### config.mk
export PLATFORM = sky130hd
export DESIGN_NAME = sai_mod
export DESIGN_NICKNAME = d
export VERILOG_FILES = /design/src/sv/sai_mod.sv
export SDC_FILE = /design/constraint.sdc
export NUM_CORES = 1
export LEC_CHECK = 0
export BUFFER_PORTS_ARGS = -buffer_cell sky130_fd_sc_hd__buf_4
export CAP_MARGIN = 25
export CORE_UTILIZATION = 32
export CTS_CLUSTER_DIAMETER = 30
export DETAILED_ROUTE_END_ITERATION = 6
export HOLD_SLACK_MARGIN = 0.03
export PLACE_DENSITY = 0.61
export SETUP_SLACK_MARGIN = 0.1
export SLEW_MARGIN = 40
export SYNTH_ARGS = -nofsm -noshare
export SYNTH_HDL_FRONTEND = slang
export SYNTH_SLANG_ARGS = --single-unit
### constraint.sdc
create_clock -name clock -period 3.23 [get_ports clock]
set_clock_uncertainty 0.2 [all_clocks]
set_input_delay 0 -clock clock [delete_from_list [all_inputs] [get_ports clock]]
set_output_delay 0 -clock clock [all_outputs]
set_load 0.005 [all_outputs]
### src/sv/sai_mod.sv
// ----------------------------------------------------------------------------
// sai_mod
// Restoring remainder unit: one quotient bit per cycle.
// ----------------------------------------------------------------------------
`default_nettype none
module sai_mod #(
   parameter int NUM_BITS = 16,
   parameter int DEN_BITS = 13
) (
   input  wire logic                clock,
   input  wire logic                reset,
   input  wire logic                start,
   input  wire logic [NUM_BITS-1:0] numer,
   input  wire logic [DEN_BITS-1:0] denom,
   output      logic                done,
   output      logic [DEN_BITS-1:0] remain
);
   localparam int CNT_BITS = $clog2(NUM_BITS + 1);
   logic [NUM_BITS-1:0] num_ff, num_in;
   logic [DEN_BITS:0]   rem_ff, rem_in, trial;
   logic [CNT_BITS-1:0] cnt_ff, cnt_in;
   logic                busy_ff, busy_in;

   // shift in one numerator bit and subtract when it fits
   always_comb begin
      num_in  = num_ff;
      rem_in  = rem_ff;
      cnt_in  = cnt_ff;
      busy_in = busy_ff;
      trial   = {rem_ff[DEN_BITS-1:0], num_ff[NUM_BITS-1]};
      if (start) begin
         num_in  = numer;
         rem_in  = '0;
         cnt_in  = CNT_BITS'(NUM_BITS);
         busy_in = 1'b1;
      end else if (busy_ff) begin
         num_in = num_ff << 1;
         rem_in = (trial >= {1'b0, denom}) ? trial - {1'b0, denom} : trial;
         cnt_in = cnt_ff - 1'b1;
         if (cnt_ff == CNT_BITS'(1)) begin
            busy_in = 1'b0;
         end
      end
   end

   always_ff @(posedge clock) begin
      if (reset) begin
         busy_ff <= 1'b0;
         cnt_ff  <= '0;
      end else begin
         busy_ff <= busy_in;
         cnt_ff  <= cnt_in;
      end
      num_ff <= num_in;
      rem_ff <= rem_in;
   end

   assign done   = !busy_ff;
   assign remain = rem_ff[DEN_BITS-1:0];
endmodule
`default_nettype wire

==> out/qor.txt, run 1 <==
CP arrival: 2730 ps
Post-Layout Cell Count: 403
wire per inst: 13.6 um
pre-CTS setup slack: 524 ps
Inserted Diodes: 0
share of cells above drive strength 1: 0.270
Max-slew headroom: 0.550
synthesized area: 0.00231 mm^2
grt ovf: 0
CTS resizes: 0
placed cell count: 375
DR vias/cell: 5.01
status: completed
Fin. Hold Viols: 0
CP Max Fanout: 7
Area growth syn-to-layout: 31.7%
syn avg cell area: 9.59 um^2
Max Used Layer: met4
RSZ-0062 raised after global routing: no
Synth top area share: 0.208
net count after synthesis: 289
met2 WL: 2520 um
CTS tree: built
site row count: 30
boundary pin count: 46
Synth Flop Type: dfxtp_1
CP max stage cell: or4_1
Worst IR Drop VDD: 0.177 mV
max incr delay on CP: 500 ps
critical-path cell list: inv_1, ha_1, fa_1, nor2b_4, o31a_1, o31ai_4, a21oi_1, buf_4, or4_1, o311ai_1
fmax: 366 MHz
clk_lat worst skew: 290 ps
max_cap viols: 0
wl on met1: 2640 um
most numerous cell in the Yosys netlist: inv_1
Routability Congestion: 0.787
DIE AREA: 0.00757 mm^2
Die Y: 87.0 um
setup violators final: 0
CP Capture Type: register
starting density of the core: 0.336
clk sinks: 35
Critical Path Start: num_ff[15]
# nets final: 354
# H-tree levels: 2
Final TNS setup: 0 ps
synthesis warning total: 0
dominant cells by area after synthesis: edfxtp_1 (21%), dfxtp_1 (16%), ha_1 (8.1%)
post-synthesis cell type count: 54
DRC viols: 0
initial antenna violation count: 0
Worst Hold Class: in2reg
CP startpoint kind: register
critical path class: reg2reg
via count: 2,019
Max clock buf depth: 2
Root Driver: clkbuf_8
pwr/cell area: 420 mW/mm^2
Clk pin slew, worst setup/hold paths: 80 ps
Critical Path RT: 3230 ps
dpl hpwl: 3840 um
hold slack: 121 ps
vias in the first global route: 1,911
DR WL met3: 250 um
initial drt markers: 111
DRT Wirelength: 5470 um
area leader, netlist: edfxtp_1
post-route minimum period: 2730 ps
1st-pass router iterations: 4
final max-slew violation count: 0
CTS Buf Count: 5
Die X: 87.0 um
global-route wire length before repair: 9100 um
top cells by count, synth: inv_1 (21), dfxtp_1 (19), nor2_1 (18)
Synth Instances: 241
Design Power: 1.28 mW
ys async rst share: 0
ANT nets after route: 0
area of the core: 0.00687 mm^2
worst hold path startpoint: denom[12]
Critical R2R Launch: num_ff[15]
Post-synth EDFFs: 16
port bufs: 45
number of synthesized register bits: 35
final setup margin: 501 ps
Seq/Total Area, Yosys: 0.372
worst slew pin tran: 674 ps
fin crit share: 0.845
largest net degree at the start of global routing: 42
GRT Util Overall: 0.154
static leakage: 1.28 nW
worst reg-to-reg setup slack: 500 ps
## repair_timing
action,4_1_cts,5_1_grt
hold buffers,20,0
endpoints found under the hold margin,30,0
buffers inserted,0,0
## where the power goes
part	leakage, nW	total [mW]	switching (mW)	internal, mW
combinational	0.914	0.405	0.204	0.201
sequential	0.318	0.538	0.0270	0.511
clock	0.0451	0.337	0.182	0.155
## final cells by class
class	count	area (um^2)
Sequential cell	35	861
Inverter	21	78.8
Timing Repair Buffer	70	576
Fill cell	674	3830
Tap cell	96	120
Clock buffer	5	68.8
Multi-Input combinational cell	173	1320
Clock inverter	3	22.5
## placed cells by master (no fill, tap or decap), drive strengths merged, types with 3 or more instances in the layout
| master | count |
|---|---|
| edfxtp | 16 |
| nor3 | 8 |
| a21o | 5 |
| buf | 50 |
| a311oi | 10 |
| nor4 | 3 |
| a31oi | 5 |
| a21oi | 12 |
| dfxtp | 19 |
| xor2 | 5 |
| ha | 15 |
| nor2 | 18 |
| clkbuf | 5 |
| o21ai | 12 |
| xnor2 | 6 |
| nand3 | 13 |
| nand2 | 11 |
| mux2 | 16 |
| dlygate4sd3 | 20 |
| inv | 23 |
## worst paths after layout
check	to	cells after the start
worst min-delay path	rem_ff[12]	5
worst min register to register	cnt_ff[1]	2
worst max register to register	rem_ff[0]	10
worst max-delay path	rem_ff[0]	10
## flip-flops by register name (all words and copies together), names as in the netlist
name     cells
busy_ff      1
cnt_ff       5
num_ff      16
rem_ff      13
## critical path, delay by kind of cell (launching register included)
family	cells	cell delay, ps
compound gates	4	780
simple gates	2	570
fa+ha+maj	2	450
flops	1	390
buf+inv	2	250
## logic make-up (layout without fill, tap and decap cells)
family / count (synthesis) / in the layout / share of synthesized area
AO/OA/AOI/OAI: 63 / 63 / 0.206
adder cells (fa/ha/maj): 16 / 16 / 0.0899
buffers and inverters: 33 / 99 / 0.0579
XOR/XNOR: 11 / 11 / 0.0417
AND/OR/NAND/NOR: 65 / 65 / 0.145
flip-flops: 35 / 35 / 0.372
multiplexers: 18 / 18 / 0.0866
## layer usage
metal / GRT usage / up-vias
li1: - / 1025
met1: 0.213 / 940
met2: 0.248 / 49
met3: 0.0284 / 5
met4: 0.0409 / 0
met5: 0 / -
## stage by stage
stage / area, um^2 / util
2_1_floorplan: 2310 / -
3_3_place_gp: 2750 / 0.401
3_5_place_dp: 2750 / 0.401
4_1_cts: 3040 / 0.443
5_1_grt: 3040 / 0.443
6_report: 3040 / 0.443
No activity file was read; power rests on OpenSTA's default activity.
==> run 2, diff against run 1 <==
- ABC_AREA: default -> 1
- PLACE_DENSITY: 0.61 -> 0.63
- clock period: 3.23 -> 2.5 ns (I/O delays scaled with it)
==> run 2 against run 1 <==
Register-to-register slack got worse by 130 ps. Combinational power decreased by 35%. Hold slack improved by 46 ps. Critical path depth increased by 3. Clock power increased by 17%. Utilization increased by 1.5 points. Non-clock buffer count increased by 15. Area after synthesis increased by 8.3%. First-iteration DRC count increased by 110%. Total power increased by 2.7%. Routed wire length increased by 19%. Setup slack got worse by 160 ps. Highest routed layer unchanged.
==> out/qor.txt, run 2 <==
Synth Area in Simple Gates: 0.391 (+0.246)
Worst path most repeated cell: nand2_1
grt ovf: 0 (unchanged)
worst hold path startpoint: denom[4]
Hold Path Depth: 7 (+2)
largest net degree at the start of global routing: 21 (-50%)
Die Y: 90.5 um (+4.0%)
synthesis warning total: 0 (unchanged)
Critical Path Stages: 13 (+3)
CP max stage cell: dlygate4sd3_1
Seq/Total Area, Yosys: 0.344 (-0.0287)
pwr/cell area: 387 mW/mm^2 (-7.9%)
initial antenna violation count: 0 (unchanged)
Post-Layout Cell Count: 555 (+38%)
DR vias/cell: 4.55 (-9.2%)
DRT Wirelength: 6490 um (+19%)
clk_lat worst skew: 280 ps (about the same)
placed cell count: 513 (+37%)
mux cell area share after synthesis: 0 (-0.0866)
max_cap viols: 0 (unchanged)
Adder-Cell Fraction of Synth Area: 0.0830 (-0.00692)
setup violators final: 0 (unchanged)
dominant cells by area after synthesis: nand2_1 (22%), edfxtp_1 (19%), dfxtp_1 (15%)
global-route wire length before repair: 11,300 um (+24%)
fillcell total: 760 (+13%)
vias in the first global route: 2,522 (+32%)
Max clock buf depth: 2 (unchanged)
RSZ-0062 raised after global routing: no
Area growth syn-to-layout: 35.5%
Synth Instances: 371 (+54%)
dpl hpwl: 4540 um (+18%)
CP Max Fanout: 3 (-4)
Synth top area share: 0.219 (+0.0110)
max reg flops: 16 (unchanged)
post-synthesis cell type count: 30 (-44%)
combinational family with the most area after synthesis: simple AND/OR/NAND/NOR gates
share of cells above drive strength 1: 0.160 (-0.110)
CP startpoint kind: input port
area used by multi-input combinational logic: 0.00133 mm^2 (+1.3%)
Storage cell area: 861 um^2 (unchanged)
CP arrival: 2140 ps (-590 ps)
net count after synthesis: 419 (+45%)
most frequent cells in the layout: nand2_1 (146), inv_1 (71), buf_4 (52), dlygate4sd3_1 (33), nand3_1 (26)
boundary pin count: 46 (unchanged)
post-route minimum period: 2160 ps
clk sinks: 35 (unchanged)
CP Capture Type: register
top flop regs: num_ff (16), rem_ff (13), cnt_ff (5)
initial drt markers: 238 (+110%)
Critical Path RT: 2480 ps (-750 ps)
Worst IR Drop VDD: 0.277 mV (+57%)
largest reg by FF count: num_ff
status: completed
DIE AREA: 0.00818 mm^2 (+8.1%)
count of buffer and inverter cells on the critical path: 3 (+1)
# H-tree levels: 2 (unchanged)
top cells by count, synth: nand2_1 (146), inv_1 (71), nand3_1 (26)
Worst Hold Class: in2reg
Root Driver: clkbuf_8
Routability Congestion: 0.854 (+8.4%)
via count: 2,526 (+25%)
Post-synth EDFFs: 16 (unchanged)
commonest non-fill, non-tap cell in the layout: nand2_1
ANT nets after route: 0 (unchanged)
critical path class: in2reg
CTS Buf Count: 5 (unchanged)
Max-slew headroom: 0.566 (+0.0161)
final max-slew violation count: 0 (unchanged)
Clk pin slew, worst setup/hold paths: 70 ps (about the same)
synthesized area: 0.00250 mm^2 (+8.3%)
ys async rst share: 0 (unchanged)
worst slew pin tran: 651 ps (-23.3 ps)
Final TNS setup: 0 ps (unchanged)
# nets final: 503 (+42%)
max incr delay on CP: 530 ps (+30 ps)
postcts setup bufs: 0 (unchanged)
Synth Area in Compound Gates: 0.0250 (-0.181)
starting density of the core: 0.338 (+0.00152)
Synth Flop Type: dfxtp_1
most numerous cell in the Yosys netlist: nand2_1
post-synthesis xor/xnor area fraction: 0.0280 (-0.0137)
port bufs: 45 (unchanged)
area leader, netlist: nand2_1
fin area: 0.00339 mm^2 (+12%)
static leakage: 1.85 nW (+45%)
Inserted Diodes: 0 (unchanged)
Fin. Hold Viols: 0 (unchanged)
number of synthesized register bits: 35 (unchanged)
site row count: 31 (+3.3%)
critical-path cell list: dlygate4sd3_1, buf_4, ha_1, fa_1, inv_1, nand3_1, nand3_1, nand2_1, nand2_1, xor2_1, nand2_1, nand3_1, nand2_1
area of the core: 0.00741 mm^2 (+7.9%)
GRT Util Overall: 0.168 (+0.0133)
Die X: 90.5 um (+4.0%)
FF-to-FF path depth: 10 (unchanged)
fmax: 463 MHz
fin crit share: 0.864
DRC viols: 0 (unchanged)
Critical R2R Launch: rem_ff[8]
syn avg cell area: 6.75 um^2 (-30%)
1st-pass router iterations: 4 (unchanged)
cell family with most CP delay: buffers and inverters
instance area at placement: 0.00297 mm^2 (+7.9%)
Critical Path Start: denom[0]
CTS tree: built
wire per inst: 11.7 um (-14%)
run 2: cell count changes after synthesis, moves of 6 or more:
cell / delta
nand2_1: +135
inv_1: +50
nand4_1: +17
mux2_2: -16
nand3_1: +14
o21ai_1: -10
a311oi_1: -9
a21oi_1: -8
nor3_1: -6
run 2: timing repair:
item	CTS	global route
endpoints found under the hold margin	24	0
setup endpoints to repair	0	1
resized for setup	0	1
hold buffers	33	0
run 2: layer usage:
| layer | GRT usage | share of wire |
|---|---|---|
| met5 | 0 | 0 |
| met4 | 0.0659 | 0.021 |
| met3 | 0.0303 | 0.043 |
| met2 | 0.286 | 0.48 |
| met1 | 0.209 | 0.46 |
run 2: per-stage QoR:
stage	total power [mW]	hold WS, ps	util	worst slack (ps)
after global placement	0.883	64.9	0.401	387
final	1.31	167	0.458	340
after global routing	1.40	227	0.458	202
after CTS	1.32	168	0.456	268
after floorplan	0.804	-27.4	-	579
after detailed placement	0.887	70.5	0.401	307
run 2: cell families (layout without fill, tap and decap cells):
group                    after synthesis  count (layout)
adder cells (fa/ha/maj)               16              16
XOR/XNOR                               8               8
buffers and inverters                 82             166
AND/OR/NAND/NOR                      221             222
AO/OA/AOI/OAI                          9               9
flip-flops                            35              35
run 2: final timing paths:
check | to | slack [ps]
worst max-delay path | rem_ff[8] | 340
worst min-delay path | rem_ff[4] | 170
worst max register to register | rem_ff[0] | 370
worst min register to register | rem_ff[11] | 290
run 2: worst register-to-register path, stage by stage, from the launching register on:
cell and delay, ps:
dfxtp_1 400, ha_1 310, nand2_1 130, inv_1 60
nand2_1 70, nand2_1 110, a21oi_4 280, buf_4 220
nand4_1 100, nand3_1 100, nand2_1 50
run 2: power by group:
group | switching [mW] | leakage (nW) | internal (mW)
combinational | 0.136 | 1.49 | 0.127
clock | 0.203 | 0.0403 | 0.190
sequential | 0.0164 | 0.319 | 0.641
run 2: area by class of cell:
class	instances	area share
well taps	99	0.0365
clock inverters	2	0.00221
flip-flops and latches	35	0.254
inverters	73	0.0808
multi-input cells	255	0.393
repair buffers	85	0.212
clock buffers	6	0.0214
==> run 3, diff against run 2 <==
--- a/config.mk
+++ b/config.mk
@@ -9,9 +9,9 @@
 export BUFFER_PORTS_ARGS = -buffer_cell sky130_fd_sc_hd__buf_4
 export CAP_MARGIN = 25
-export CORE_UTILIZATION = 32
+export CORE_UTILIZATION = 50
 export CTS_CLUSTER_DIAMETER = 30
 export DETAILED_ROUTE_END_ITERATION = 6
 export HOLD_SLACK_MARGIN = 0.03
-export PLACE_DENSITY = 0.63
+export PLACE_DENSITY = 0.86
 export SETUP_SLACK_MARGIN = 0.1
 export SLEW_MARGIN = 40
--- a/constraint.sdc
+++ b/constraint.sdc
@@ -3,3 +3,3 @@
 set_input_delay 0 -clock clock [delete_from_list [all_inputs] [get_ports clock]]
 set_output_delay 0 -clock clock [all_outputs]
-set_load 0.005 [all_outputs]
+set_load 0.02 [all_outputs]
==> run 3 against run 2 <==
Die area down 35%. Critical path depth shrank 1. Utilization rose by 25 points.
==> out/qor.txt, run 3 (synthesis results as in run 2) <==
status: completed
fmax: 454 MHz (-1.9%)
Max-slew headroom: 0.569 (+0.00375)
vias in the first global route: 2,602 (+3.2%)
pwr/cell area: 427 mW/mm^2 (+10%)
Worst setup endpoint: rem_ff[9]
fillcell total: 355 (-53%)
CP Max Fanout: 14 (+11)
FF-to-FF path depth: 11 (+1)
Critical Path Start: denom[0]
# H-tree levels: 2 (unchanged)
most frequent cells in the layout: nand2_1 (146), inv_1 (71), buf_4 (51), dlygate4sd3_1 (36), nand3_1 (26)
boundary pin count: 46 (unchanged)
RSZ-0062 raised after global routing: no
CTS Buf Count: 5 (unchanged)
ANT nets after route: 0 (unchanged)
Root Driver: clkbuf_8
DR vias/cell: 5.05 (+11%)
Storage cell area: 861 um^2 (unchanged)
Critical R2R Capture: rem_ff[9]
max incr delay on CP: 550 ps (+20 ps)
Inserted Diodes: 0 (unchanged)
post-route minimum period: 2200 ps (+40.8 ps)
max_cap viols: 0 (unchanged)
dpl hpwl: 4350 um (-4.2%)
Critical Path Stages: 12 (-1)
top flop regs: num_ff (16), rem_ff (13), cnt_ff (5)
Worst Hold Class: in2reg
largest net degree at the start of global routing: 21 (unchanged)
starting density of the core: 0.523 (+0.185)
DRT Wirelength: 7040 um (+8.4%)
fin area: 0.00341 mm^2 (+0.37%)
worst slew pin tran: 645 ps (-5.63 ps)
CP Capture Type: register
CTS tree: built
Final TNS setup: 0 ps (unchanged)
critical path class: in2reg
site row count: 25 (-19%)
port bufs: 45 (unchanged)
area of the core: 0.00479 mm^2 (-35%)
fin crit share: 0.880 (+0.0163)
clk sinks: 35 (unchanged)
commonest non-fill, non-tap cell in the layout: nand2_1
Fin. Hold Viols: 0 (unchanged)
Critical R2R Launch: num_ff[15]
clk_lat worst skew: 300 ps (+20 ps)
CP max stage cell: dlygate4sd3_1
1st-pass router iterations: 5 (+1)
Routability Congestion: 0.872 (+2.1%)
Area growth syn-to-layout: 36.0%
Critical Path RT: 2490 ps (about the same)
post-layout util: 0.712 (+0.254)
CP startpoint kind: input port
count of buffer and inverter cells on the critical path: 3 (unchanged)
Clk pin slew, worst setup/hold paths: 70 ps (about the same)
final max-slew violation count: 0 (unchanged)
via count: 2,652 (+5.0%)
GRT Util Overall: 0.279 (+0.112)
CP arrival: 2190 ps (+50 ps)
max reg flops: 16 (unchanged)
DIE AREA: 0.00529 mm^2 (-35%)
share of cells above drive strength 1: 0.164 (+0.00367)
DRC viols: 0 (unchanged)
largest reg by FF count: num_ff
grt ovf: 0 (unchanged)
cell family with most CP delay: buffers and inverters
initial antenna violation count: 0 (unchanged)
global-route wire length before repair: 11,200 um (-0.80%)
instance area at placement: 0.00291 mm^2 (-2.1%)
critical-path cell list: dlygate4sd3_1, buf_4, ha_1, fa_1, inv_1, nand2_1, nand3_2, nand2_4, nand3_4, nand3_1, nand3_1, nand2_1
Die Y: 72.8 um (-20%)
initial drt markers: 189 (-21%)
worst reg-to-reg setup slack: 330 ps (-40 ps)
# nets final: 505 (+0.40%)
Max clock buf depth: 2 (unchanged)
setup violators final: 0 (unchanged)
Die X: 72.8 um (-20%)
area used by multi-input combinational logic: 0.00134 mm^2 (+0.19%)
wire per inst: 13.4 um (+15%)
static leakage: 1.87 nW (+0.93%)
Worst IR Drop VDD: 0.448 mV (+62%)
-- run 3: what timing repair did --
action                                  CTS  global route
resized for setup                         0             1
buffers inserted                          0             2
endpoints found under the setup margin    0            12
hold buffers                             36             0
endpoints found under the hold margin    24             0
-- run 3: final cells by class --
class | count | area share
Sequential cell | 35 | 0.253
Tap cell | 67 | 0.0246
Clock inverter | 3 | 0.0114
Inverter | 73 | 0.0805
Multi-Input combinational cell | 255 | 0.392
Clock buffer | 5 | 0.0202
Timing Repair Buffer | 87 | 0.218
-- run 3: per-layer routing --
| layer | track usage | vias up | wire, um |
|---|---|---|---|
| met5 | 0 | - | 0 |
| li1 | - | 1329 | - |
| met1 | 0.303 | 1188 | 2720 |
| met4 | 0.122 | 0 | 197 |
| met2 | 0.529 | 116 | 3710 |
| met3 | 0.0483 | 19 | 404 |
-- run 3: stage by stage --
| stage | power, mW | worst slack, ps | std cells | hold slack (ps) |
|---|---|---|---|---|
| 6_report | 1.46 | 299 | 525 | 83.9 |
| 5_1_grt | 1.51 | 213 | 525 | 117 |
| 3_3_place_gp | 0.878 | 267 | 478 | 63.6 |
| 4_1_cts | 1.43 | 194 | 522 | 129 |
| 3_5_place_dp | 0.886 | 222 | 478 | 74.5 |
| 2_1_floorplan | 0.808 | 515 | 371 | -27.4 |
-- run 3: how the worst min path moves through the flow --
stage | from | endpoint | slack [ps] | cells past startpoint
5_1_grt | start | rem_ff[3] | 120 | 4
3_5_place_dp | numer[5] | num_ff[5] | 70 | 3
2_1_floorplan | numer[0] | num_ff[0] | -30 | 2
4_1_cts | start | rem_ff[6] | 130 | 5
6_report | start | rem_ff[11] | 80 | 4
3_3_place_gp | numer[0] | num_ff[0] | 60 | 3
-- run 3: power by group --
group          switching (mW)  internal (mW)
registers              0.0184          0.641
logic                   0.150          0.130
clock network           0.224          0.292
total                   0.393           1.06
-- run 3: tightest hold or removal path, cell delays in order --
cell and delay (ps):
buf_4 220, nor2_2 180, nand2_1 90, nand2_1 40
